[src/bounded_double_ended_queue_core_defines.svh]
// Assertion macros shared by the double-ended queue RTL.
`ifndef BOUNDED_DOUBLE_ENDED_QUEUE_CORE_DEFINES_SVH
`define BOUNDED_DOUBLE_ENDED_QUEUE_CORE_DEFINES_SVH

// Same-cycle implication, checked on every rising edge outside reset.
`define BDQ_ASSERT_SAME(label, ante, cons) \
  label: assert property (@(posedge clk) disable iff (rst) (ante) |-> (cons)) \
    else $error("double-ended queue check failed");

// Next-cycle implication, checked on every rising edge outside reset.
`define BDQ_ASSERT_NEXT(label, ante, cons) \
  label: assert property (@(posedge clk) disable iff (rst) (ante) |=> (cons)) \
    else $error("double-ended queue check failed");

`endif

[src/bdq_pkg.sv]
// Package with codes, types and defaults of the double-ended queue.
package bdq_pkg;

  // Default number of entries in the store.
  localparam int DEPTH_DEFAULT = 32;

  // Operation codes carried on the mode port.
  localparam logic [2:0] MODE_PUSH_FRONT = 3'd0;
  localparam logic [2:0] MODE_PUSH_BACK  = 3'd1;
  localparam logic [2:0] MODE_DROP_FIRST = 3'd2;
  localparam logic [2:0] MODE_DROP_LAST  = 3'd3;
  localparam logic [2:0] MODE_DUMP       = 3'd4;

  // Status codes carried on the status port.
  localparam logic [2:0] STATUS_DONE  = 3'd0;
  localparam logic [2:0] STATUS_EMPTY = 3'd1;
  localparam logic [2:0] STATUS_FULL  = 3'd2;
  localparam logic [2:0] STATUS_ELEM  = 3'd3;
  localparam logic [2:0] STATUS_COUNT = 3'd4;

  // Control states: waiting for a command, streaming a dump, closing a dump.
  typedef enum logic [1:0] {
    ST_IDLE,
    ST_DUMP,
    ST_CLOSE
  } state_t;

endpackage

[src/bounded_double_ended_queue_core.sv]
// Top level of the bounded double-ended queue of signed 32-bit values.
//
// Commands enter on start/mode/value and are taken at a rising edge where
// start is high and busy is low. Results leave on status, element,
// position, count and last, each beat marked by strobe for exactly one
// cycle; the receiver cannot hold a beat off, so there is no stall path.
// Push and drop commands: the result beat appears in the cycle after the
// command beat, and busy stays low, so a new command can be taken in every
// cycle. A dump of an empty queue behaves the same way with a single count
// beat. A dump of n elements reads the store one entry per cycle through
// its single read port: the dump state and then the registered read lead
// to the first element beat, one more follows in each cycle, then one count
// beat with last set. Busy is high through the dump and closing states and
// is low again in the cycle that carries the count beat. The store sits in
// one synchronous memory with a registered read; writes happen only for
// commands taken while idle, so none can overlap a dump. A synchronous
// reset empties the queue and clears the front index; memory contents are
// left as they are and are never read before a push writes them.
`include "bounded_double_ended_queue_core_defines.svh"

module bounded_double_ended_queue_core #(
  parameter int DEPTH = bdq_pkg::DEPTH_DEFAULT
) (
  input  logic               clk,
  input  logic               rst,
  input  logic               start,
  output logic               busy,
  input  logic [2:0]         mode,
  input  logic signed [31:0] value,
  output logic               strobe,
  output logic [2:0]         status,
  output logic signed [31:0] element,
  output logic [4:0]         position,
  output logic [5:0]         count,
  output logic               last
);

  localparam int IDX_W = $clog2(DEPTH);
  localparam int CNT_W = $clog2(DEPTH + 1);
  localparam logic [IDX_W-1:0] IDX_MAX = IDX_W'(DEPTH - 1);
  localparam logic [CNT_W-1:0] CNT_FULL = CNT_W'(DEPTH);
  localparam logic [CNT_W:0] SUM_DEPTH = (CNT_W + 1)'(DEPTH);

  // Element store.
  logic [31:0] mem [DEPTH];
  logic [31:0] rd_data;

  // Control and queue state.
  bdq_pkg::state_t state, state_next;
  logic [IDX_W-1:0] front, front_next;
  logic [CNT_W-1:0] occ, occ_next;
  logic [IDX_W-1:0] ptr, ptr_next;
  logic [IDX_W-1:0] idx, idx_next;

  // Result registers.
  logic strobe_next;
  logic [2:0] status_next;
  logic [IDX_W-1:0] pos_q, pos_next;
  logic elem_sel, elem_sel_next;
  logic last_next;

  // Memory write port.
  logic wr_en;
  logic [IDX_W-1:0] wr_addr;

  // Derived addresses and flags.
  logic accept;
  logic full;
  logic empty;
  logic [IDX_W-1:0] front_dec;
  logic [IDX_W-1:0] front_inc;
  logic [IDX_W-1:0] ptr_inc;
  logic [CNT_W:0] back_sum;
  logic [CNT_W:0] back_wrap;
  logic [IDX_W-1:0] back_addr;
  logic [CNT_W-1:0] idx_plus;
  logic dump_end;
  logic [IDX_W+4:0] pos_ext;
  logic [CNT_W+5:0] cnt_ext;

  assign busy   = (state != bdq_pkg::ST_IDLE);
  assign accept = start && !busy;
  assign full   = (occ == CNT_FULL);
  assign empty  = (occ == '0);

  // Circular index arithmetic for any depth.
  assign front_dec = (front == '0) ? IDX_MAX : front - 1'b1;
  assign front_inc = (front == IDX_MAX) ? '0 : front + 1'b1;
  assign ptr_inc   = (ptr == IDX_MAX) ? '0 : ptr + 1'b1;
  assign back_sum  = (CNT_W + 1)'(front) + (CNT_W + 1)'(occ);
  assign back_wrap = (back_sum >= SUM_DEPTH) ? back_sum - SUM_DEPTH : back_sum;
  assign back_addr = back_wrap[IDX_W-1:0];
  assign idx_plus  = CNT_W'(idx) + 1'b1;
  assign dump_end  = (idx_plus == occ);

  // Next state of the controller.
  always_comb begin
    state_next = state;
    unique case (state)
      bdq_pkg::ST_IDLE: begin
        if (accept && mode == bdq_pkg::MODE_DUMP && !empty) begin
          state_next = bdq_pkg::ST_DUMP;
        end
      end
      bdq_pkg::ST_DUMP: begin
        if (dump_end) begin
          state_next = bdq_pkg::ST_CLOSE;
        end
      end
      bdq_pkg::ST_CLOSE: begin
        state_next = bdq_pkg::ST_IDLE;
      end
      default: begin
        state_next = bdq_pkg::ST_IDLE;
      end
    endcase
  end

  // Queue updates, memory write and result beats.
  always_comb begin
    front_next    = front;
    occ_next      = occ;
    ptr_next      = ptr;
    idx_next      = idx;
    wr_en         = 1'b0;
    wr_addr       = back_addr;
    strobe_next   = 1'b0;
    status_next   = bdq_pkg::STATUS_DONE;
    pos_next      = '0;
    elem_sel_next = 1'b0;
    last_next     = 1'b0;
    unique case (state)
      bdq_pkg::ST_IDLE: begin
        if (accept) begin
          strobe_next = 1'b1;
          last_next   = 1'b1;
          unique case (mode)
            bdq_pkg::MODE_PUSH_FRONT, bdq_pkg::MODE_PUSH_BACK: begin
              if (full) begin
                status_next = bdq_pkg::STATUS_FULL;
              end else begin
                wr_en    = 1'b1;
                occ_next = occ + 1'b1;
                if (mode == bdq_pkg::MODE_PUSH_FRONT) begin
                  wr_addr    = front_dec;
                  front_next = front_dec;
                end
              end
            end
            bdq_pkg::MODE_DROP_FIRST, bdq_pkg::MODE_DROP_LAST: begin
              if (empty) begin
                status_next = bdq_pkg::STATUS_EMPTY;
              end else begin
                occ_next = occ - 1'b1;
                if (mode == bdq_pkg::MODE_DROP_FIRST) begin
                  front_next = front_inc;
                end
              end
            end
            bdq_pkg::MODE_DUMP: begin
              ptr_next = front;
              idx_next = '0;
              if (empty) begin
                status_next = bdq_pkg::STATUS_COUNT;
              end else begin
                strobe_next = 1'b0;
                last_next   = 1'b0;
              end
            end
            default: begin
              status_next = bdq_pkg::STATUS_DONE;
            end
          endcase
        end
      end
      bdq_pkg::ST_DUMP: begin
        // The read issued this cycle returns with the registered beat.
        strobe_next   = 1'b1;
        status_next   = bdq_pkg::STATUS_ELEM;
        pos_next      = idx;
        elem_sel_next = 1'b1;
        ptr_next      = ptr_inc;
        idx_next      = idx + 1'b1;
      end
      bdq_pkg::ST_CLOSE: begin
        strobe_next = 1'b1;
        status_next = bdq_pkg::STATUS_COUNT;
        last_next   = 1'b1;
      end
      default: begin
        strobe_next = 1'b0;
      end
    endcase
  end

  // Control registers.
  always_ff @(posedge clk) begin
    if (rst) begin
      state  <= bdq_pkg::ST_IDLE;
      front  <= '0;
      occ    <= '0;
      strobe <= 1'b0;
    end else begin
      state  <= state_next;
      front  <= front_next;
      occ    <= occ_next;
      strobe <= strobe_next;
    end
  end

  // Payload registers of the dump walk and the result beat.
  always_ff @(posedge clk) begin
    ptr      <= ptr_next;
    idx      <= idx_next;
    status   <= status_next;
    pos_q    <= pos_next;
    elem_sel <= elem_sel_next;
    last     <= last_next;
  end

  // Store: one write port, one registered read port.
  always_ff @(posedge clk) begin
    if (wr_en) begin
      mem[wr_addr] <= value;
    end
    rd_data <= mem[ptr];
  end

  // Result fields, masked to the port widths.
  assign pos_ext  = {5'b0, pos_q};
  assign cnt_ext  = {6'b0, occ};
  assign position = pos_ext[4:0];
  assign count    = cnt_ext[5:0];
  assign element  = elem_sel ? rd_data : '0;

  // Checks on the queue and result sequencing.
  `BDQ_ASSERT_SAME(a_occ_bound, 1'b1, occ <= CNT_FULL)
  `BDQ_ASSERT_NEXT(a_single_beat, accept && mode != bdq_pkg::MODE_DUMP, strobe && last)
  `BDQ_ASSERT_NEXT(a_no_spurious, !busy && !start, !strobe)
  `BDQ_ASSERT_NEXT(a_dump_keeps_occ, busy, $stable(occ) && $stable(front))

endmodule
[config.mk]
export PLATFORM = sky130hd
export DESIGN_NAME = bounded_double_ended_queue_core
export DESIGN_NICKNAME = d
export VERILOG_FILES = /design/src/bdq_pkg.sv /design/src/bounded_double_ended_queue_core.sv
export VERILOG_INCLUDE_DIRS = /design/src /design/src/src
export SDC_FILE = /design/constraint.sdc
export NUM_CORES = 1
export LEC_CHECK = 0
export ABC_CLOCK_PERIOD_IN_PS = 4400
export BUFFER_PORTS_ARGS = -buffer_cell sky130_fd_sc_hd__buf_4
export CORE_AREA = 2 2 268 270
export CTS_CLUSTER_SIZE = 28
export DETAILED_ROUTE_END_ITERATION = 8
export DIE_AREA = 0 0 270 272
export PLACE_DENSITY = 0.77
export SLEW_MARGIN = 20
export SYNTH_ARGS = -nofsm -noshare
export SYNTH_HDL_FRONTEND = slang
export SYNTH_SLANG_ARGS = --single-unit
[constraint.sdc]
create_clock -name clk -period 4.4 [get_ports clk]
set_input_delay 0.22 -clock clk [delete_from_list [all_inputs] [get_ports clk]]
set_output_delay 0.22 -clock clk [all_outputs]
set_load 0.02 [all_outputs]
==> impl_results.md <==
- Status: completed
- Post-Synthesis Cells: between 1500 and 2000
- Worst max-slew margin expressed relative to the limit: 0.348
- DR vias/cell: ~6.5
- Via count: slightly below 20000
- Final #Nets: between 2000 and 2500
- Count of nets left with antenna violations after detail routing: 0
- Switching share of power: 0.214
- Critical path fanouts, max: 20
- Post-Synthesis Net Count: 1847
- Crit end category: register
- Category of the worst setup path launch point: register
- Number of gates resized after cts: 0
- Clock-pin slew on the worst setup and hold paths: 0.06 ns
- Met3 track utilization from global routing: 0.0343
- Share of the cycle needed by the critical path after routing: 0.830
- Crit path time final: around 3.7 ns
- Clock network fraction of design power: 0.410
- DR pass1 iterations: 5
- Total number of clock tree sinks: about 1100
- Layout cells sized above 1: 0.339
- Cell Chain, Critical Path: inv_1 -> ha_1 -> nand2_1 -> a311o_1 -> or3_1 -> nor2_1 -> nand2_1 -> nor2_4 -> buf_12
- Die width: between 200 and 300 um
- Via count of the first global-routing pass: approximately 20000
- Maximum clock insertion buffer count: 3
- Ports: slightly below 90
- Height of the die: roughly 270 um
- Max rail drop VDD: ~0.00039 V
- Fraction of the yosys area taken by sequential cells: 0.768
- Final Max Slew Viols: 0
- Data required time at the worst endpoint: approximately 4.7 ns
- Global-route wire length before repair: 146 mm
- Leak pwr: approximately 0.015 uW
- Comb pwr share: 0.069
- Sequential fraction of design power: 0.522
- Maximum number of pins on one net before global-route repair: 140
- Initial antenna violation count: 3
- Number of maximum-capacitance violations: 0
- Critical path start-end classification: register to register
- Final setup violating endpoints: 0
- DR DRC count: 0
- Leftover overflow at the end of global routing: 0
- Number of synthesized flops with an enable pin: a little over 1000
- M2 GR Usage: 0.503
- Post-Place Cells: 2804
- Highest clock rate: between 0.2 and 0.3 GHz
- Busiest grt layer: met2
- FFs w/ async S/R, synth: 0
- Initial Utilization: 0.592
- Global-route track usage on met1: 0.339
- Slew of the pin with the lowest slew margin: ~0.98 ns
- CP max-delay cell: nor2_4
- Final GP Congestion: roughly 0.88
- GRT Util Overall: 0.283
- Post-Synthesis Mean Instance Area: 23.4 um2
- Non-filler instance count after layout: approximately 3000
- Cell at the root of the clock tree: clkbuf_16
- Crit path top cell by count: nand2_1
- Number of buffers inserted by port buffering: 86
- Number of distinct library cells after synthesis: between 40 and 50
- Sum of routed wire length over all layers: 101 mm
- Worst skew pair latency: about 0.67 ns
- Clock skew after layout: 0.0348 ns
- Core Rows: slightly below 100
- Area Growth Syn to Fin: 14.6%
- Worst hold path type: input port to register
- Critical path's largest stage delay: approximately 0.56 ns
- Area of the core region: approximately 0.071 mm2
- YS warnings: 0
- Final hold violation count: 0
- Netlist area before placement: roughly 0.042 mm2
- Filler Cell Count: around 4200
- RSZ-0062 raised after global routing: no
- Initial DRC Count: around 2200
- Power per standard cell area: ~460 mW/mm2
- Routed wire per std cell: 33.4 um
- DP HPWL: about 58 mm
- Crit path DAT: 3.98 ns
- Synth Register Bits: about 1100
- Post-Route Setup TNS: 0 ns
- Number of clock buffers inserted by TritonCTS: ~100
- Floorplan die area: 0.0734 mm2
- Count of H-tree levels built during CTS: 3
- Switch Pwr: around 4800 uW
- Internal Power: ~17000 uW
- Flip-flop cell with the highest count after synthesis: edfxtp_1
- Clock tree from TritonCTS: done
[Yosys cell counts, drive strengths merged (4+ instances only)]
cell / count / area (um2)
ha: 18 / 225
mux2i: 6 / 60.1
o22ai: 4 / 25.0
o21ai: 10 / 50.1
a21oi: 14 / 70.1
nand3: 6 / 30.0
dfxtp: 56 / 1120
buf: 39 / 265
edfxtp: 1034 / 31000
and2: 38 / 238
a21o: 4 / 30.0
nor2: 59 / 221
mux2: 36 / 405
clkbuf: 47 / 176
xor2: 6 / 52.6
nand2: 19 / 71.3
inv: 13 / 48.8
mux4: 320 / 7210
nand2b: 4 / 25.0
xnor2: 13 / 114
a211oi: 5 / 37.5
[timing repair]
action                                  4_1_cts  5_1_grt
setup buffers                                 0        0
endpoints found under the hold margin       399        0
endpoints found under the setup margin        0        0
hold buffers                                 23        0
[layer usage]
metal / vias to the layer above / share of wire
met1: 10400 / 0.33
met4: 0 / 0.066
met2: 1006 / 0.54
met5: - / 0
li1: 7966 / -
met3: 247 / 0.068
[kinds of logic after synthesis]
family,Yosys count,share of synthesized area
buffers and inverters,99,0.0117
adders and majority gates,20,0.00633
AOI/OAI and AO/OA,52,0.00801
DFF,1090,0.768
muxes,362,0.183
xor gates and xnor gates,22,0.00565
and+or+nand+nor,144,0.0169
[placed cells by master (no fill, tap or decap), types with 4 or more instances in the layout]
master	count
a211oi_1	5
a21o_1	4
a21oi_1	14
and2_1	38
buf_12	20
buf_4	131
bufinv_16	14
clkbuf_1	22
clkbuf_16	106
clkbuf_8	5
clkinv_1	13
clkinv_2	20
clkinvlp_4	5
dfxtp_1	55
dlygate4sd3_1	23
edfxtp_1	1034
ha_1	18
inv_1	13
inv_6	5
mux2_2	36
mux2i_1	6
mux4_2	320
nand2_1	19
nand2b_1	4
nand3_1	6
nor2_1	27
nor2_4	32
o21ai_0	10
o22ai_1	4
xnor2_1	13
xor2_1	6
[worst paths after layout]
kind | startpoint | endpoint | slack (ns) | cells past startpoint
max reg2reg | state[1]$_SDFFE_PP0P_ | mem[1][3]$_DFFE_PP_ | 0.75 | 9
min | value[20] | mem[15][20]$_DFFE_PP_ | 0.02 | 1
max | state[1]$_SDFFE_PP0P_ | mem[1][3]$_DFFE_PP_ | 0.75 | 9
min reg2reg | idx[1]$_SDFFCE_PN0P_ | position[1]$_SDFF_PN0_ | 0.56 | 1
[critical path, delay by kind of cell (launching register included)]
family	cells	cell delay [ns]
adder cells (fa/ha/maj)	1	0.28
flip-flops	1	0.35
AO/OA/AOI/OAI	1	0.52
AND/OR/NAND/NOR	5	1.72
buffers and inverters	2	0.42
[power groups by stage]
| stage | Clock [uW] | Combinational, uW | Sequential (uW) |
|---|---|---|---|
| global route | 9530 | 1590 | 11600 |
| global placement | 0 | 1460 | 11800 |
| finish | 9080 | 1520 | 11600 |
| detailed placement | 0 | 1490 | 11800 |
| floorplan | 0 | 832 | 11800 |
| CTS | 9190 | 1530 | 11600 |
[per-stage QoR]
step                hold WS, ns   util  instance area (um2)  worst slack, ns  total power [uW]
finish                   0.0160  0.678                48000            0.750             22200
global route             0.0114  0.678                48000            0.620             22700
CTS                     0.00133  0.678                48000            0.837             22300
detailed placement        0.529  0.625                44300            0.880             13300
global placement          0.517  0.625                44300             1.05             13200
floorplan                 0.293      -                41900            0.524             12600
[sequential cells by signal, indices dropped and copies added (netlist names)]
register and count:
mem 1024, rd_data 32, count 6, front 5
idx 5, position 5, ptr 5, status 3
state 2, elem_sel 1, last 1, strobe 1
[layout make-up]
class                           instances  area, um2  area share
Sequential cell                      1090      32200       0.670
Tap cell                              950       1190      0.0248
Clock inverter                         60        681      0.0142
Antenna cell                            1       2.50   0.0000521
Inverter                               13       48.8     0.00102
Clock buffer                          133       2800      0.0584
Multi-Input combinational cell        600       9460       0.197
Timing Repair Buffer                  175       1640      0.0342
Power figures use the tool's default switching activity.
